`src/rtl/core/rrbs_pkg.sv`:
```
package rrbs_pkg;

    localparam int NODES_DEF = 32;

    typedef enum logic [1:0] {
        ST_IDLE,
        ST_SCAN,
        ST_FLUSH
    } t_state;

    typedef struct packed {
        logic in_valid;
        logic in_grant;
        logic pos_qual;
        logic pos_send;
        logic pend_valid;
        logic out_free;
        logic scan_end;
    } t_status;

    typedef struct packed {
        logic ready;
        logic grant_load;
        logic scan_start;
        logic push_out;
        logic take_pos;
        logic spend;
        logic advance;
        logic ptr_update;
        logic flush;
    } t_cmd;

endpackage

```
`src/rtl/core/rrbs_req_if.sv`:
```
interface rrbs_req_if;
    logic        valid;
    logic        ready;
    logic        action;
    logic [4:0]  dest;
    logic [15:0] burst_len;

    modport source (output valid, action, dest, burst_len, input ready);
    modport sink (input valid, action, dest, burst_len, output ready);
endinterface

```
`src/rtl/core/rrbs_res_if.sv`:
```
interface rrbs_res_if;
    logic       valid;
    logic       ready;
    logic       kind;
    logic [4:0] target;
    logic       last;

    modport source (output valid, kind, target, last, input ready);
    modport sink (input valid, kind, target, last, output ready);
endinterface

```
`src/rtl/core/rrbs_ctrl.sv`:
```
module rrbs_ctrl
    import rrbs_pkg::*;
(
    input  logic    i_clk,
    input  logic    i_rst_n,
    input  t_status i_status,
    output t_cmd    o_cmd
);

    t_state r_state;
    t_state n_state;
    logic   stall;

    assign stall = i_status.pos_qual && i_status.pend_valid && !i_status.out_free;

    always_ff @(posedge i_clk) begin
        if (!i_rst_n) begin
            r_state <= ST_IDLE;
        end else begin
            r_state <= n_state;
        end
    end

    always_comb begin
        n_state = r_state;
        case (r_state)
            ST_IDLE: begin
                if (i_status.in_valid && !i_status.in_grant) begin
                    n_state = ST_SCAN;
                end
            end
            ST_SCAN: begin
                if (i_status.scan_end) begin
                    n_state = ST_FLUSH;
                end else if (!stall && i_status.pos_send) begin
                    n_state = ST_FLUSH;
                end
            end
            ST_FLUSH: begin
                if (!i_status.pend_valid || i_status.out_free) begin
                    n_state = ST_IDLE;
                end
            end
            default: n_state = ST_IDLE;
        endcase
    end

    always_comb begin
        o_cmd = '0;
        case (r_state)
            ST_IDLE: begin
                o_cmd.ready      = 1'b1;
                o_cmd.grant_load = i_status.in_valid && i_status.in_grant;
                o_cmd.scan_start = i_status.in_valid && !i_status.in_grant;
            end
            ST_SCAN: begin
                if (i_status.scan_end) begin
                    o_cmd.ptr_update = 1'b1;
                end else if (!stall) begin
                    if (i_status.pos_qual) begin
                        o_cmd.push_out = i_status.pend_valid;
                        o_cmd.take_pos = 1'b1;
                    end
                    if (i_status.pos_send) begin
                        o_cmd.spend      = 1'b1;
                        o_cmd.ptr_update = 1'b1;
                    end else begin
                        o_cmd.advance = 1'b1;
                    end
                end
            end
            ST_FLUSH: begin
                o_cmd.flush = i_status.pend_valid && i_status.out_free;
            end
            default: o_cmd = '0;
        endcase
    end

endmodule

```
`src/rtl/core/rrbs_datapath.sv`:
```
module rrbs_datapath
    import rrbs_pkg::*;
#(
    parameter int NODES = NODES_DEF
)
(
    input  logic          i_clk,
    input  logic          i_rst_n,
    rrbs_req_if.sink      i_item,
    rrbs_res_if.source    o_result,
    input  t_cmd          i_cmd,
    output t_status       o_status
);

    localparam int RING = NODES - 1;
    localparam int PW   = $clog2(RING);
    localparam int CW   = $clog2(NODES + 1);

    logic [15:0]   r_credit [RING];
    logic          r_active [RING];
    logic [PW-1:0] r_ptr;
    logic [PW-1:0] r_pos;
    logic [CW-1:0] r_cnt;
    logic          r_pend_valid;
    logic          r_pend_kind;
    logic [4:0]    r_pend_target;
    logic          r_out_valid;
    logic          r_out_kind;
    logic [4:0]    r_out_target;
    logic          r_out_last;

    logic [15:0]   cur_credit;
    logic          cur_active;
    logic [15:0]   n_credit;
    logic [PW-1:0] pos_next;
    logic [PW+4:0] pos_wide;
    logic [PW+5:0] dest_wide;
    logic          dest_ok;
    logic [PW-1:0] dest_idx;

    assign cur_credit = r_credit[r_pos];
    assign cur_active = r_active[r_pos];
    assign n_credit   = cur_credit - 16'd1;
    assign pos_next   = (r_pos == PW'(RING - 1)) ? '0 : r_pos + PW'(1);
    assign pos_wide   = {5'b0, r_pos};
    assign dest_wide  = {(PW + 1)'(0), i_item.dest};
    assign dest_ok    = dest_wide < (PW + 6)'(RING);
    assign dest_idx   = dest_wide[PW-1:0];

    assign i_item.ready = i_cmd.ready;

    assign o_status.in_valid   = i_item.valid;
    assign o_status.in_grant   = i_item.action;
    assign o_status.pos_send   = cur_credit != 16'd0;
    assign o_status.pos_qual   = (cur_credit != 16'd0) || !cur_active;
    assign o_status.pend_valid = r_pend_valid;
    assign o_status.out_free   = !r_out_valid || o_result.ready;
    assign o_status.scan_end   = r_cnt == CW'(NODES);

    assign o_result.valid  = r_out_valid;
    assign o_result.kind   = r_out_kind;
    assign o_result.target = r_out_target;
    assign o_result.last   = r_out_last;

    always_ff @(posedge i_clk) begin
        if (!i_rst_n) begin
            for (int k = 0; k < RING; k++) begin
                r_credit[k] <= '0;
                r_active[k] <= 1'b0;
            end
        end else if (i_cmd.grant_load && dest_ok) begin
            r_credit[dest_idx] <= i_item.burst_len;
            r_active[dest_idx] <= 1'b1;
        end else if (i_cmd.spend) begin
            r_credit[r_pos] <= n_credit;
            if (n_credit == 16'd0) begin
                r_active[r_pos] <= 1'b0;
            end
        end
    end

    always_ff @(posedge i_clk) begin
        if (!i_rst_n) begin
            r_ptr <= '0;
            r_pos <= '0;
            r_cnt <= '0;
        end else begin
            if (i_cmd.scan_start) begin
                r_pos <= r_ptr;
                r_cnt <= '0;
            end else if (i_cmd.advance) begin
                r_pos <= pos_next;
                r_cnt <= r_cnt + CW'(1);
            end
            if (i_cmd.ptr_update) begin
                r_ptr <= pos_next;
            end
        end
    end

    always_ff @(posedge i_clk) begin
        if (!i_rst_n) begin
            r_pend_valid <= 1'b0;
            r_out_valid  <= 1'b0;
        end else begin
            if (i_cmd.take_pos) begin
                r_pend_valid <= 1'b1;
            end else if (i_cmd.flush) begin
                r_pend_valid <= 1'b0;
            end
            if (i_cmd.push_out || i_cmd.flush) begin
                r_out_valid <= 1'b1;
            end else if (o_result.ready) begin
                r_out_valid <= 1'b0;
            end
        end
    end

    always_ff @(posedge i_clk) begin
        if (i_cmd.take_pos) begin
            r_pend_kind   <= o_status.pos_send;
            r_pend_target <= pos_wide[4:0];
        end
        if (i_cmd.push_out || i_cmd.flush) begin
            r_out_kind   <= r_pend_kind;
            r_out_target <= r_pend_target;
            r_out_last   <= i_cmd.flush;
        end
    end

endmodule

```
`src/rtl/core/round_robin_burst_scheduler.sv`:
```
// Channel   Direction  Fields
// i_item    in         action (1), dest (5), burst_len (16)
// o_result  out        kind (1), target (5), last (1)
//
// A grant item gives no result.
// A tick item starts a scan at the pointer, steps through up to NODES ring
// positions, takes one more step when the scan runs through without a send,
// and then hands off its final pending result, if any; no new item is taken meanwhile.
// The scan stalls only when a new result meets a full output register.
// Synchronous active-low reset clears all credits, active marks and the pointer.
module round_robin_burst_scheduler
    import rrbs_pkg::*;
#(
    parameter int NODES = NODES_DEF
)
(
    input  logic       i_clk,
    input  logic       i_rst_n,
    rrbs_req_if.sink   i_item,
    rrbs_res_if.source o_result
);

    t_cmd    cmd;
    t_status status;

    rrbs_ctrl u_ctrl (
        .i_clk    (i_clk),
        .i_rst_n  (i_rst_n),
        .i_status (status),
        .o_cmd    (cmd)
    );

    rrbs_datapath #(
        .NODES (NODES)
    ) u_datapath (
        .i_clk    (i_clk),
        .i_rst_n  (i_rst_n),
        .i_item   (i_item),
        .o_result (o_result),
        .i_cmd    (cmd),
        .o_status (status)
    );

endmodule
```
`src/flat_wrapper.sv`:
```
// flat-port wrapper written by rule: the top's interface ports become plain ports
module round_robin_burst_scheduler_flat import rrbs_pkg::*;
#(
    parameter int NODES = NODES_DEF
)
  (i_clk, i_rst_n, i_item_valid, i_item_action, i_item_dest, i_item_burst_len, i_item_ready, o_result_valid, o_result_kind, o_result_target, o_result_last, o_result_ready);
  rrbs_req_if i_item_i ();
  rrbs_res_if o_result_i ();
  input  logic i_clk;
  input  logic i_rst_n;
  input wire logic [$bits(i_item_i.valid)-1:0] i_item_valid;
  input wire logic [$bits(i_item_i.action)-1:0] i_item_action;
  input wire logic [$bits(i_item_i.dest)-1:0] i_item_dest;
  input wire logic [$bits(i_item_i.burst_len)-1:0] i_item_burst_len;
  output wire logic [$bits(i_item_i.ready)-1:0] i_item_ready;
  output wire logic [$bits(o_result_i.valid)-1:0] o_result_valid;
  output wire logic [$bits(o_result_i.kind)-1:0] o_result_kind;
  output wire logic [$bits(o_result_i.target)-1:0] o_result_target;
  output wire logic [$bits(o_result_i.last)-1:0] o_result_last;
  input wire logic [$bits(o_result_i.ready)-1:0] o_result_ready;
  assign i_item_i.valid = i_item_valid;
  assign i_item_i.action = i_item_action;
  assign i_item_i.dest = i_item_dest;
  assign i_item_i.burst_len = i_item_burst_len;
  assign i_item_ready = i_item_i.ready;
  assign o_result_valid = o_result_i.valid;
  assign o_result_kind = o_result_i.kind;
  assign o_result_target = o_result_i.target;
  assign o_result_last = o_result_i.last;
  assign o_result_i.ready = o_result_ready;
  round_robin_burst_scheduler #(.NODES(NODES)) u_core (.i_clk(i_clk), .i_rst_n(i_rst_n), .i_item(i_item_i), .o_result(o_result_i));
endmodule
```
`config.mk`:
```
export PLATFORM = sky130hd
export DESIGN_NAME = round_robin_burst_scheduler_flat
export DESIGN_NICKNAME = d
export VERILOG_FILES = /design/src/rtl/core/rrbs_pkg.sv /design/src/rtl/core/rrbs_req_if.sv /design/src/rtl/core/rrbs_res_if.sv /design/src/rtl/core/rrbs_ctrl.sv /design/src/rtl/core/rrbs_datapath.sv /design/src/rtl/core/round_robin_burst_scheduler.sv /design/src/flat_wrapper.sv
export SDC_FILE = /design/constraint.sdc
export NUM_CORES = 1
export LEC_CHECK = 0
export ABC_AREA = 1
export BUFFER_PORTS_ARGS = -buffer_cell sky130_fd_sc_hd__buf_4
export CAP_MARGIN = 15
export CELL_PAD_IN_SITES_DETAIL_PLACEMENT = 2
export CELL_PAD_IN_SITES_GLOBAL_PLACEMENT = 2
export CORE_ASPECT_RATIO = 0.8
export CORE_MARGIN = 10
export CORE_UTILIZATION = 30
export DETAILED_ROUTE_END_ITERATION = 7
export PLACE_DENSITY = 0.66
export SETUP_SLACK_MARGIN = 0.2
export SYNTH_ARGS = -nofsm -noshare
export SYNTH_HDL_FRONTEND = slang
export SYNTH_SLANG_ARGS = --single-unit
```
`constraint.sdc`:
```
create_clock -name i_clk -period 5.9 [get_ports i_clk]
set_clock_uncertainty 0.1 [all_clocks]
set_input_delay 0.59 -clock i_clk [delete_from_list [all_inputs] [get_ports i_clk]]
set_output_delay 0.59 -clock i_clk [all_outputs]
set_load 0.02 [all_outputs]
```
==> flow_metrics.tcl, run 1 <==
set metrics [dict create \
    gr-usage-all-layers_pct 20.4 \
    cts_resized 0 \
    end_kind "flip-flop" \
    die_h_um 292 \
    cp_common_cell "nand2_1" \
    post_cts_buffers 0 \
    async_reset_ff_share_pct 0 \
    synth_top_family_by_area "simple AND/OR/NAND/NOR gates" \
    synth_xor_area_share_pct 0.0633 \
    post-route-min-period_ns 5.29 \
    num_vias 22400 \
    regToRegSetupSlack_ns 0.61 \
    worstMarginPinSlew_ns 1.21 \
    synthTopCellsByArea "edfxtp_1, nand2_1, nand3_1" \
    grt_max_degree 75 \
    io_buffers 34 \
    layout.nets 3094 \
    syn-cell-area_um2 27700 \
    status "finished clean" \
    ys_ff_latch 582 \
    fin_crit_sh_pct 89.6 \
    setup.worst_path.class "reg2reg" \
    power_w 0.0101 \
    die_width_um 360 \
    placed_cells 4204 \
    cpPeakStageDelay_ns 0.68 \
    grt_pass1_vias 24400 \
    syn2layout_area_growth_pct 14.2 \
    slew_headroom_pct 19.0 \
    cts_hold_buf 0 \
    place_area_um2 29500 \
    die-area_um2 105000 \
    yosys.area.top_type "edfxtp_1" \
    drt-total-wl_mm 110 \
    synth-edff-count 526 \
    antenna_left 0 \
    fmax_ghz 0.189 \
    crit_family "simple AND/OR/NAND/NOR gates" \
    final_core_util_pct 34.6 \
    cts_tree "yes" \
    synth.distinct_cells 39 \
    worstPathCellList "inv_4, buf_4, buf_4, nand3_1, nand3_1, nand2_1, nand2_1, nand3_1, nand2_1, nand2_1, nor2_4, nand4_2, nand2_2, nor2_4, inv_2, nand2_1, o21ai_2, inv_4, nor2_4, nand2_2, buf_4, nand2_1" \
    hold_path_class "in2reg" \
    final_layout_size_suffix_gt1_share_pct 10.6 \
    diodes 0 \
    required_ns 6.05 \
    muxShareOfSynthArea_pct 0 \
    synth.avg_cell_area_um2 8.98 \
    worst-path-buf-inv 6 \
    drv_cap 0 \
    drt_pass1_iterations 5 \
    clock-sinks 582 \
    clockBufferDepth 3 \
    synth_top_area_share_pct 57.1 \
    final_cell_count_no_fill 4330 \
    synth_warnings 0 \
    cts_inserted_buffers 68 \
    cts-root-buf "clkbuf_16" \
    final_cell_area_um2 31600 \
    finalSetupViolations 0 \
    crit_arrival_ns 5.44 \
    yosys.area_share.simple_pct 31.6 \
    drt_iter0_drc 1723 \
    htreeDepth 3 \
    fp.coreArea_um2 91300 \
    start_util_pct 30.3 \
    syn_nets 3112 \
    vias_per_cell 5.18 \
    place_hpwl_mm 71.6 \
    vdd_drop_max_mv 0.238 \
    p_leak_nw 12.8 \
    drc 0 \
    rows 99 \
    rsz0062_at_grt "false" \
    synth-adder-area-share_pct 0.271 \
    synth_compound_area_share_pct 1.64 \
    finalHoldViolCount 0 \
    clk_pin_slew_ns 0.06 \
    tns_ns 0 \
    power.density_nw_per_um2 320 \
    ys.flop_type "edfxtp_1" \
    ioPinCount 35 \
    crit_slowest_cell "nand2_1" \
    antenna_found_initial 3 \
    cp-start-kind "flip-flop" \
    clkLatencyLatePin_ns 0.64 \
    drt-wirelength-per-cell_um 25.4 \
    grt_pass1_wl_mm 163 \
    place_congestion 0.845 \
    maxSlewViolCount 0 \
    synth_cells 3080 \
    synth_seq_area_share_pct 61.1 \
    path_max_fanout 20 \
    grt-ovfl-total 0 \
]
-- worst paths after layout --
kind | start | endpoint | cells after the start
min reg2reg | u_core.u_datapath.r_pend_target[0]$_DFFE_PP_ | u_core.u_datapath.o_result.target[0]$_DFFE_PP_ | 0
min | i_rst_n | u_core.u_datapath.r_ptr[3]$_SDFFE_PN0P_ | 3
max reg2reg | flip-flop | u_core.u_datapath.r_credit[11][14]$_SDFFCE_PN0P_ | 22
max | flip-flop | u_core.u_datapath.r_credit[11][14]$_SDFFCE_PN0P_ | 22
-- metrics by stage --
stage | hold WS, ns | setup WS, ns
final | 0.259 | 0.613
after CTS | 0.232 | 0.499
after global routing | 0.259 | 0.244
after floorplan | 0.300 | 1.14
after detailed placement | 0.307 | 0.536
after global placement | 0.311 | 0.715
-- final cells by class --
cell class	instances	area, um^2
timing repair buffer	124	1130
clock inverter	31	170
inverter	111	429
clock buffer	95	1960
sequential	582	16900
fill	10100	59700
multi-input combinational	2175	9480
tap	1212	1520
-- registers in the layout, summed over array words and instances, names as in the netlist, 2 cells and up, named ones only --
name                               cells
u_core.u_datapath.r_ptr                5
u_core.u_datapath.r_pend_target        5
u_core.u_datapath.o_result.target      5
u_core.u_datapath.r_cnt                6
u_core.u_ctrl.r_state                  2
u_core.u_datapath.r_active            32
u_core.u_datapath.r_credit           512
u_core.u_datapath.r_pos                5
-- power breakdown --
group	leakage (nW)	internal [W]	total (W)	switching, W
combinational	5.89	0.000289	0.00128	0.000990
sequential	5.83	0.00463	0.00468	0.0000529
clock	1.05	0.00233	0.00415	0.00182
total	12.8	0.00725	0.0101	0.00286
-- worst min-delay path, stage by stage --
cell,delay [ns]
buf_4,0.20
o21ai_0,0.11
nor2_1,0.04
-- per-layer routing --
metal  up-vias  part of all wire, %  track usage (%)
li1      10100                    -                -
met1     11600                   45             27.4
met2       520                   46             33.1
met3       151                  5.6             3.76
met4         2                  3.0             6.37
met5         -               0.0091                0
-- cell families after synthesis --
kind of cell / count (synthesis)
AO/OA/AOI/OAI: 82
flip-flops: 582
AND/OR/NAND/NOR: 2085
adder cells (fa/ha/maj): 6
XOR/XNOR: 2
buffers and inverters: 323
-- cells in the mapped netlist, types with 2 or more instances --
master    instances
edfxtp_1        526
buf_6             7
nand3_2           2
buf_2            92
inv_2             8
o21bai_1          3
o21ai_0          28
buf_4            23
dfxtp_1          56
nor2_4            8
nand4_1          12
o21ai_1          22
or2_2            10
inv_1            99
clkinv_1          3
clkbuf_1         79
o22ai_1           8
xor2_1            2
nor3_1            5
a21oi_1          10
nor2_2           13
a31oi_1           5
buf_1            11
ha_1              6
nor2_1          567
nor3b_1           2
nand2_1         939
nand2_2          37
nor4_1            2
nand3_1         483
o21ai_2           4
-- placed cells by master (no fill, tap or decap), types with 6 or more instances in the layout --
master     netlist  final
o21ai_1         22      8
clkinv_2         0     13
nand4_1         12     12
inv_2            8      6
nor2_2          13     15
a21oi_1         10     10
nand2_2         37     39
o22ai_1          8      8
or2_2           10     10
edfxtp_1       526    526
buf_12           0     14
clkinv_1         3     15
dfxtp_1         56     53
o21ai_0         28     27
inv_1           99     99
nor2_1         567    564
buf_4           23    109
o21ai_4          0     15
nand2_1        939    937
clkbuf_1        79     17
ha_1             6      6
nand3_1        483    483
nor2_4           8      9
clkbuf_16        0     73
(Power assumes the default switching activity.)
==> run 2, diff against run 1 <==
--- a/config.mk
+++ b/config.mk
@@ -6,15 +6,16 @@
 export NUM_CORES = 1
 export LEC_CHECK = 0
 export ABC_AREA = 1
-export BUFFER_PORTS_ARGS = -buffer_cell sky130_fd_sc_hd__buf_4
 export CAP_MARGIN = 15
 export CELL_PAD_IN_SITES_DETAIL_PLACEMENT = 2
 export CELL_PAD_IN_SITES_GLOBAL_PLACEMENT = 2
-export CORE_ASPECT_RATIO = 0.8
+export CORE_ASPECT_RATIO = 0.7
 export CORE_MARGIN = 10
 export CORE_UTILIZATION = 30
 export DETAILED_ROUTE_END_ITERATION = 7
+export DONT_BUFFER_PORTS = 1
 export PLACE_DENSITY = 0.66
+export REMOVE_ABC_BUFFERS = 1
 export SETUP_SLACK_MARGIN = 0.2
 export SYNTH_ARGS = -nofsm -noshare
 export SYNTH_HDL_FRONTEND = slang
==> flow_metrics.tcl, run 2 (same netlist as run 1, synthesis figures left out) <==
set metrics [dict create \
    status "finished clean" \
    critPathCapture "u_core.u_datapath.r_credit[28][0]$_SDFFCE_PN0P_" \
    drt_pass1_iterations 5 \
    fin_hold_ws_ns 0.0917 \
    start_util_pct 30.2 \
    grt_pass1_vias 23600 \
    die-area_um2 105000 \
    highest_layer "met5" \
    dr_wl_met3_mm 6.07 \
    drt-wirelength-per-cell_um 24.9 \
    grt_pass1_wl_mm 160 \
    drv_cap 0 \
    cts-root-buf "clkbuf_16" \
    antenna_left 0 \
    slew_headroom_pct 18.9 \
    required_ns 6.06 \
    htreeDepth 3 \
    largest_reg_flops 512 \
    grt-ovfl-total 0 \
    place_ws_ns 0.593 \
    finalHoldViolCount 0 \
    finalSetupViolations 0 \
    final_layout_size_suffix_gt1_share_pct 9.61 \
    setup.worst_path.class "reg2reg" \
    p_leak_nw 12.6 \
    num_vias 22300 \
    crit_arrival_ns 5.51 \
    path_max_fanout 40 \
    drc 0 \
    fmax_ghz 0.187 \
    drt-total-wl_mm 108 \
    rows 93 \
    n_fill_cell 10300 \
    multi_input_area_um2 9460 \
    place_congestion 0.828 \
    regToRegSetupSlack_ns 0.54 \
    drt-met1-wl_mm 52.2 \
    rsz0062_at_grt "true" \
    die_width_um 383 \
    cts_tree "yes" \
    maxSlewViolCount 0 \
    clk_pin_slew_ns 0.06 \
    vdd_drop_max_mv 0.197 \
    vias_per_cell 5.15 \
    reg2reg_to "u_core.u_datapath.r_credit[28][0]$_SDFFCE_PN0P_" \
    fp.coreArea_um2 91700 \
    wl_met2_mm 47.6 \
    grt_max_degree 138 \
    die_h_um 274 \
    ff2ff_path_depth 21 \
    hold_path_class "in2reg" \
    antenna_found_initial 3 \
    worstMarginPinSlew_ns 1.21 \
    reg_top3 "u_core.u_datapath.r_credit: 512 flops, u_core.u_datapath.r_active: 32 flops, u_core.u_datapath.r_cnt: 6 flops" \
    drt_iter0_drc 2063 \
    top_register "u_core.u_datapath.r_credit" \
    setup_ws_ns 0.544 \
    syn2layout_area_growth_pct 13.2 \
    power_w 0.00994 \
    clock-sinks 582 \
    layout.nets 3068 \
    gr-usage-all-layers_pct 20.3 \
    clockBufferDepth 3 \
    io_buffers 0 \
    regArea_um2 16900 \
    power.density_nw_per_um2 318 \
    end_kind "flip-flop" \
    ioPinCount 35 \
    final_cell_mix "nand2_1, nor2_1, edfxtp_1" \
    fin_crit_sh_pct 90.8 \
    cp-start-kind "flip-flop" \
    post-route-min-period_ns 5.36 \
    cts_inserted_buffers 66 \
    place_hpwl_mm 70.3 \
    clkLatencyLatePin_ns 0.66 \
    final_common_cell "nand2_1" \
]
==> run 2: cell type report <==
cell class / count / area share, %
flip-flops and latches: 582 / 54.1
well taps: 1235 / 4.94
repair buffers: 100 / 2.88
diodes: 3 / 0.0240
clock inverters: 33 / 0.683
clock buffers: 89 / 5.85
inverters: 111 / 1.37
multi-input cells: 2175 / 30.2
==> run 2: worst max-delay path: stages, from the launching register on <==
cell	delay, ns
dfxtp_4	0.61
buf_4	0.58
nand3_1	0.15
nand3_1	0.12
nand2_1	0.09
nand2_1	0.07
nand3_1	0.19
nand2_1	0.23
nand2_1	0.11
nor2_2	0.32
nand4_2	0.20
nand2_2	0.17
nor2_4	0.05
inv_2	0.14
buf_4	0.25
o21ai_1	0.12
inv_1	0.08
nand2_2	0.11
nor2_4	0.17
buf_4	0.25
nand2_2	0.07
nand2_1	0.71
==> run 2: how the worst min path moves through the flow <==
stage / start / endpoint / slack (ns) / cells past startpoint
2_1_floorplan: u_core.u_datapath.r_pend_kind$_DFFE_PP_ / u_core.u_datapath.o_result.kind$_DFFE_PP_ / 0.30 / 0
3_3_place_gp: u_core.u_datapath.r_pend_target[2]$_DFFE_PP_ / u_core.u_datapath.o_result.target[2]$_DFFE_PP_ / 0.31 / 0
3_5_place_dp: u_core.u_datapath.r_pend_target[2]$_DFFE_PP_ / u_core.u_datapath.o_result.target[2]$_DFFE_PP_ / 0.31 / 0
4_1_cts: i_rst_n / u_core.u_datapath.r_active[2]$_DFF_P_ / 0.02 / 4
5_1_grt: i_rst_n / u_core.u_datapath.r_active[2]$_DFF_P_ / 0.07 / 4
6_report: i_rst_n / u_core.u_datapath.r_active[2]$_DFF_P_ / 0.09 / 4
==> run 2: power breakdown <==
group / switching, W / leakage [nW] / internal [W] / total [W]
clock: 0.00180 / 1.01 / 0.00224 / 0.00403
combinational: 0.000956 / 5.75 / 0.000271 / 0.00123
sequential: 0.0000602 / 5.83 / 0.00462 / 0.00468
total: 0.00281 / 12.6 / 0.00713 / 0.00994
==> run 2: repair_timing <==
item	in CTS	in global routing
buffers inserted	0	0
hold buffers	1	0
resized for setup	0	0
setup endpoints to repair	0	5
hold endpoints to repair	12	0
==> run 2: per-layer routing <==
layer  vias to the layer above  global-route usage, %
li1                      10100                      -
met1                     11600                   29.7
met2                       499                   31.2
met3                        99                   3.34
met4                         2                   4.55
met5                         -                      0
==> run 2: through the flow <==
stage	instances	util, %	area (um^2)	TNS (ns)
floorplan	2868	-	26600	-6920.25
global placement	4201	31.9	29200	0
detailed placement	4201	31.9	29200	0
CTS	4324	34.1	31300	0
global route	4326	34.1	31300	0
finish	4328	34.1	31300	0
==> run 3, diff against run 2 <==
--- a/config.mk
+++ b/config.mk
@@ -14,9 +14,11 @@
 export CORE_UTILIZATION = 30
 export DETAILED_ROUTE_END_ITERATION = 7
 export DONT_BUFFER_PORTS = 1
+export GPL_TIMING_DRIVEN = 0
 export PLACE_DENSITY = 0.66
 export REMOVE_ABC_BUFFERS = 1
 export SETUP_SLACK_MARGIN = 0.2
 export SYNTH_ARGS = -nofsm -noshare
 export SYNTH_HDL_FRONTEND = slang
+export SYNTH_HIERARCHICAL = 1
 export SYNTH_SLANG_ARGS = --single-unit
==> constraint.sdc (replaced) <==
create_clock -name i_clk -period 5.7 [get_ports i_clk]
set_clock_uncertainty 0.1 [all_clocks]
set_input_delay 0.57 -clock i_clk [delete_from_list [all_inputs] [get_ports i_clk]]
set_output_delay 0.57 -clock i_clk [all_outputs]
set_load 0.02 [all_outputs]
==> flow_metrics.tcl, run 3 <==
set metrics [dict create \
    synth.avg_cell_area_um2 8.99 \
    cpPeakStageDelay_ns 0.43 \
    synth_cells 3077 \
    vdd_drop_max_mv 0.226 \
    drc 0 \
    fmax_ghz 0.159 \
    synth_top_area_share_pct 57.1 \
    syn-cell-area_um2 27700 \
    fin_crit_sh_pct 110 \
    clockBufferDepth 3 \
    p_leak_nw 14.7 \
    synth.distinct_cells 42 \
    clk_pin_slew_ns 0.07 \
    num_vias 25400 \
    worst-path-buf-inv 12 \
    final_layout_size_suffix_gt1_share_pct 25.3 \
    worstMarginPinSlew_ns 1.06 \
    drt-total-wl_mm 139 \
    end_kind "flip-flop" \
    regToRegSetupSlack_ns -0.59 \
    met2_usage_pct 36.9 \
    diodes 0 \
    rsz0062_at_grt "true" \
    antenna_left 0 \
    die-area_um2 105000 \
    power_w 0.0101 \
    place_hpwl_mm 64.4 \
    crit_slowest_cell "a221o_1" \
    crit_family "simple AND/OR/NAND/NOR gates" \
    final_cell_area_um2 37600 \
    violations "setup timing" \
    grt_use_met1_pct 31.5 \
    async_reset_ff_share_pct 0 \
    status "finished with violations" \
    gr-max-usage-layer "met2" \
    finalSetupViolations 1044 \
    clock-sinks 582 \
    fp.coreArea_um2 91700 \
    ioPinCount 35 \
    crit_arrival_ns 6.78 \
    synth_seq_area_share_pct 61.1 \
    finalHoldViolCount 0 \
    ys_ff_latch 582 \
    final_cell_count_no_fill 4555 \
    ys.flop_type "edfxtp_1" \
    die_h_um 274 \
    final_cell_mix "nand2_1, edfxtp_1, nor2_1" \
    gr-usage-all-layers_pct 22.9 \
    cts_tree "yes" \
    top_register "u_core/u_datapath/r_credit" \
    htreeDepth 2 \
    drv_cap 0 \
    power.density_nw_per_um2 269 \
    antenna_found_initial 5 \
    placed_cells 4119 \
    place_area_um2 28800 \
    grt_pass1_vias 25100 \
    largest_reg_flops 512 \
    clkLatencyLatePin_ns 0.69 \
    cp_common_cell "buf_16" \
    maxSlewViolCount 0 \
    setup.worst_path.class "reg2reg" \
    syn2layout_area_growth_pct 35.9 \
    synth_commonest_cells "nand2_1, nor2_1, edfxtp_1" \
    synthTopCellsByArea "edfxtp_1, nand2_1, nand3_1" \
    fin_hold_ws_ns 0.0590 \
    grt_max_degree 83 \
    required_ns 6.19 \
    final_common_cell "nand2_1" \
    start_util_pct 30.2 \
    place_congestion 0.822 \
    hold_path_class "in2reg" \
    drt-wirelength-per-cell_um 30.6 \
    setup_ws_ns -0.590 \
    synth_warnings 6 \
    yosys.area.top_type "edfxtp_1" \
    slew_headroom_pct 29.2 \
    post-route-min-period_ns 6.29 \
    rows 93 \
    yosysMostFrequentCell "nand2_1" \
    synth-edff-count 526 \
    grt_pass1_wl_mm 177 \
    drt_pass1_iterations 5 \
    cts_inserted_buffers 61 \
    io_buffers 0 \
    layout.nets 3301 \
    min_from "i_rst_n" \
    cp-start-kind "flip-flop" \
    die_width_um 383 \
    vias_per_cell 5.57 \
    reg_top3 "u_core/u_datapath/r_credit: 512 flops, u_core/u_datapath/r_active: 32 flops, u_core/u_datapath/r_cnt: 6 flops" \
    drt_iter0_drc 2458 \
    grtUsageMet3_pct 3.99 \
    path_max_fanout 30 \
    cts-root-buf "clkbuf_16" \
    grt-ovfl-total 0 \
]
==> run 3: cell types whose count changed after synthesis, sizes merged, moves of 7 or more <==
cell | before | now
a21oi | 10 | 30
buf | 133 | 109
clkbuf | 79 | 109
inv | 108 | 128
nand2 | 976 | 960
nand3 | 485 | 452
nor2 | 589 | 582
==> run 3: where the power goes <==
group	total (W)	switching (W)	internal, W
sequential	0.00483	0.0000560	0.00478
combinational	0.00105	0.000741	0.000310
clock	0.00425	0.00189	0.00236
total	0.0101	0.00269	0.00745
==> run 3: per-layer routing <==
layer | vias to the layer above | routed length (um)
met3 | 324 | 9890
met5 | - | 47
met1 | 13300 | 60100
met4 | 8 | 6090
li1 | 10600 | -
met2 | 1059 | 63200
==> run 3: cells by family (layout without fill, tap and decap cells) <==
family,Yosys count,count (layout),synth area share (%)
adders and majority gates,6,6,0.271
DFF,582,582,61.1
buffers and inverters,350,565,5.67
and+or+nand+nor,2028,2056,30.5
AOI/OAI and AO/OA,111,111,2.41
==> run 3: metrics by stage <==
step | TNS, ns | setup WS (ns) | utilization, %
2_1_floorplan | -8968.72 | -8.59 | -
3_3_place_gp | - | -26.33 | 30.7
3_5_place_dp | -5098.18 | -5.57 | 31.4
4_1_cts | -0.0168 | -0.0168 | 37.8
5_1_grt | -507.32 | -0.772 | 41.0
6_report | -373.82 | -0.590 | 41.0
==> run 3: final cells by class <==
| class | instances | area [um^2] |
|---|---|---|
| well taps | 1235 | 1550 |
| repair inverters | 2 | 17.5 |
| inverters | 132 | 609 |
| flip-flops and latches | 582 | 16900 |
| clock buffers | 81 | 1660 |
| repair buffers | 317 | 4270 |
| clock inverters | 33 | 339 |
| fillers | 9639 | 54100 |
| multi-input cells | 2173 | 12200 |
==> run 3: worst min-delay path, stage by stage <==
cell and delay [ns]:
nand2_1 0.05, inv_1 0.04, nand2_1 0.05, nand2_1 0.05
==> run 3: repair_timing <==
item / CTS / global route
endpoints found under the hold margin: 8 / 0
cloned: 43 / 16
pin swaps: 113 / 109
setup endpoints to repair: 1096 / 1045
setup buffers: 117 / 144
resized for setup: 396 / 294
hold buffers: 2 / 0
==> run 3: final timing paths <==
| check | endpoint | cells past startpoint |
|---|---|---|
| min reg2reg | u_core/u_datapath/o_result.target[1]$_DFFE_PP_ | 0 |
| max | u_core/u_datapath/r_active[17]$_DFF_P_ | 36 |
| max reg2reg | u_core/u_datapath/r_active[17]$_DFF_P_ | 36 |
| min | u_core/u_datapath/r_active[19]$_DFF_P_ | 4 |
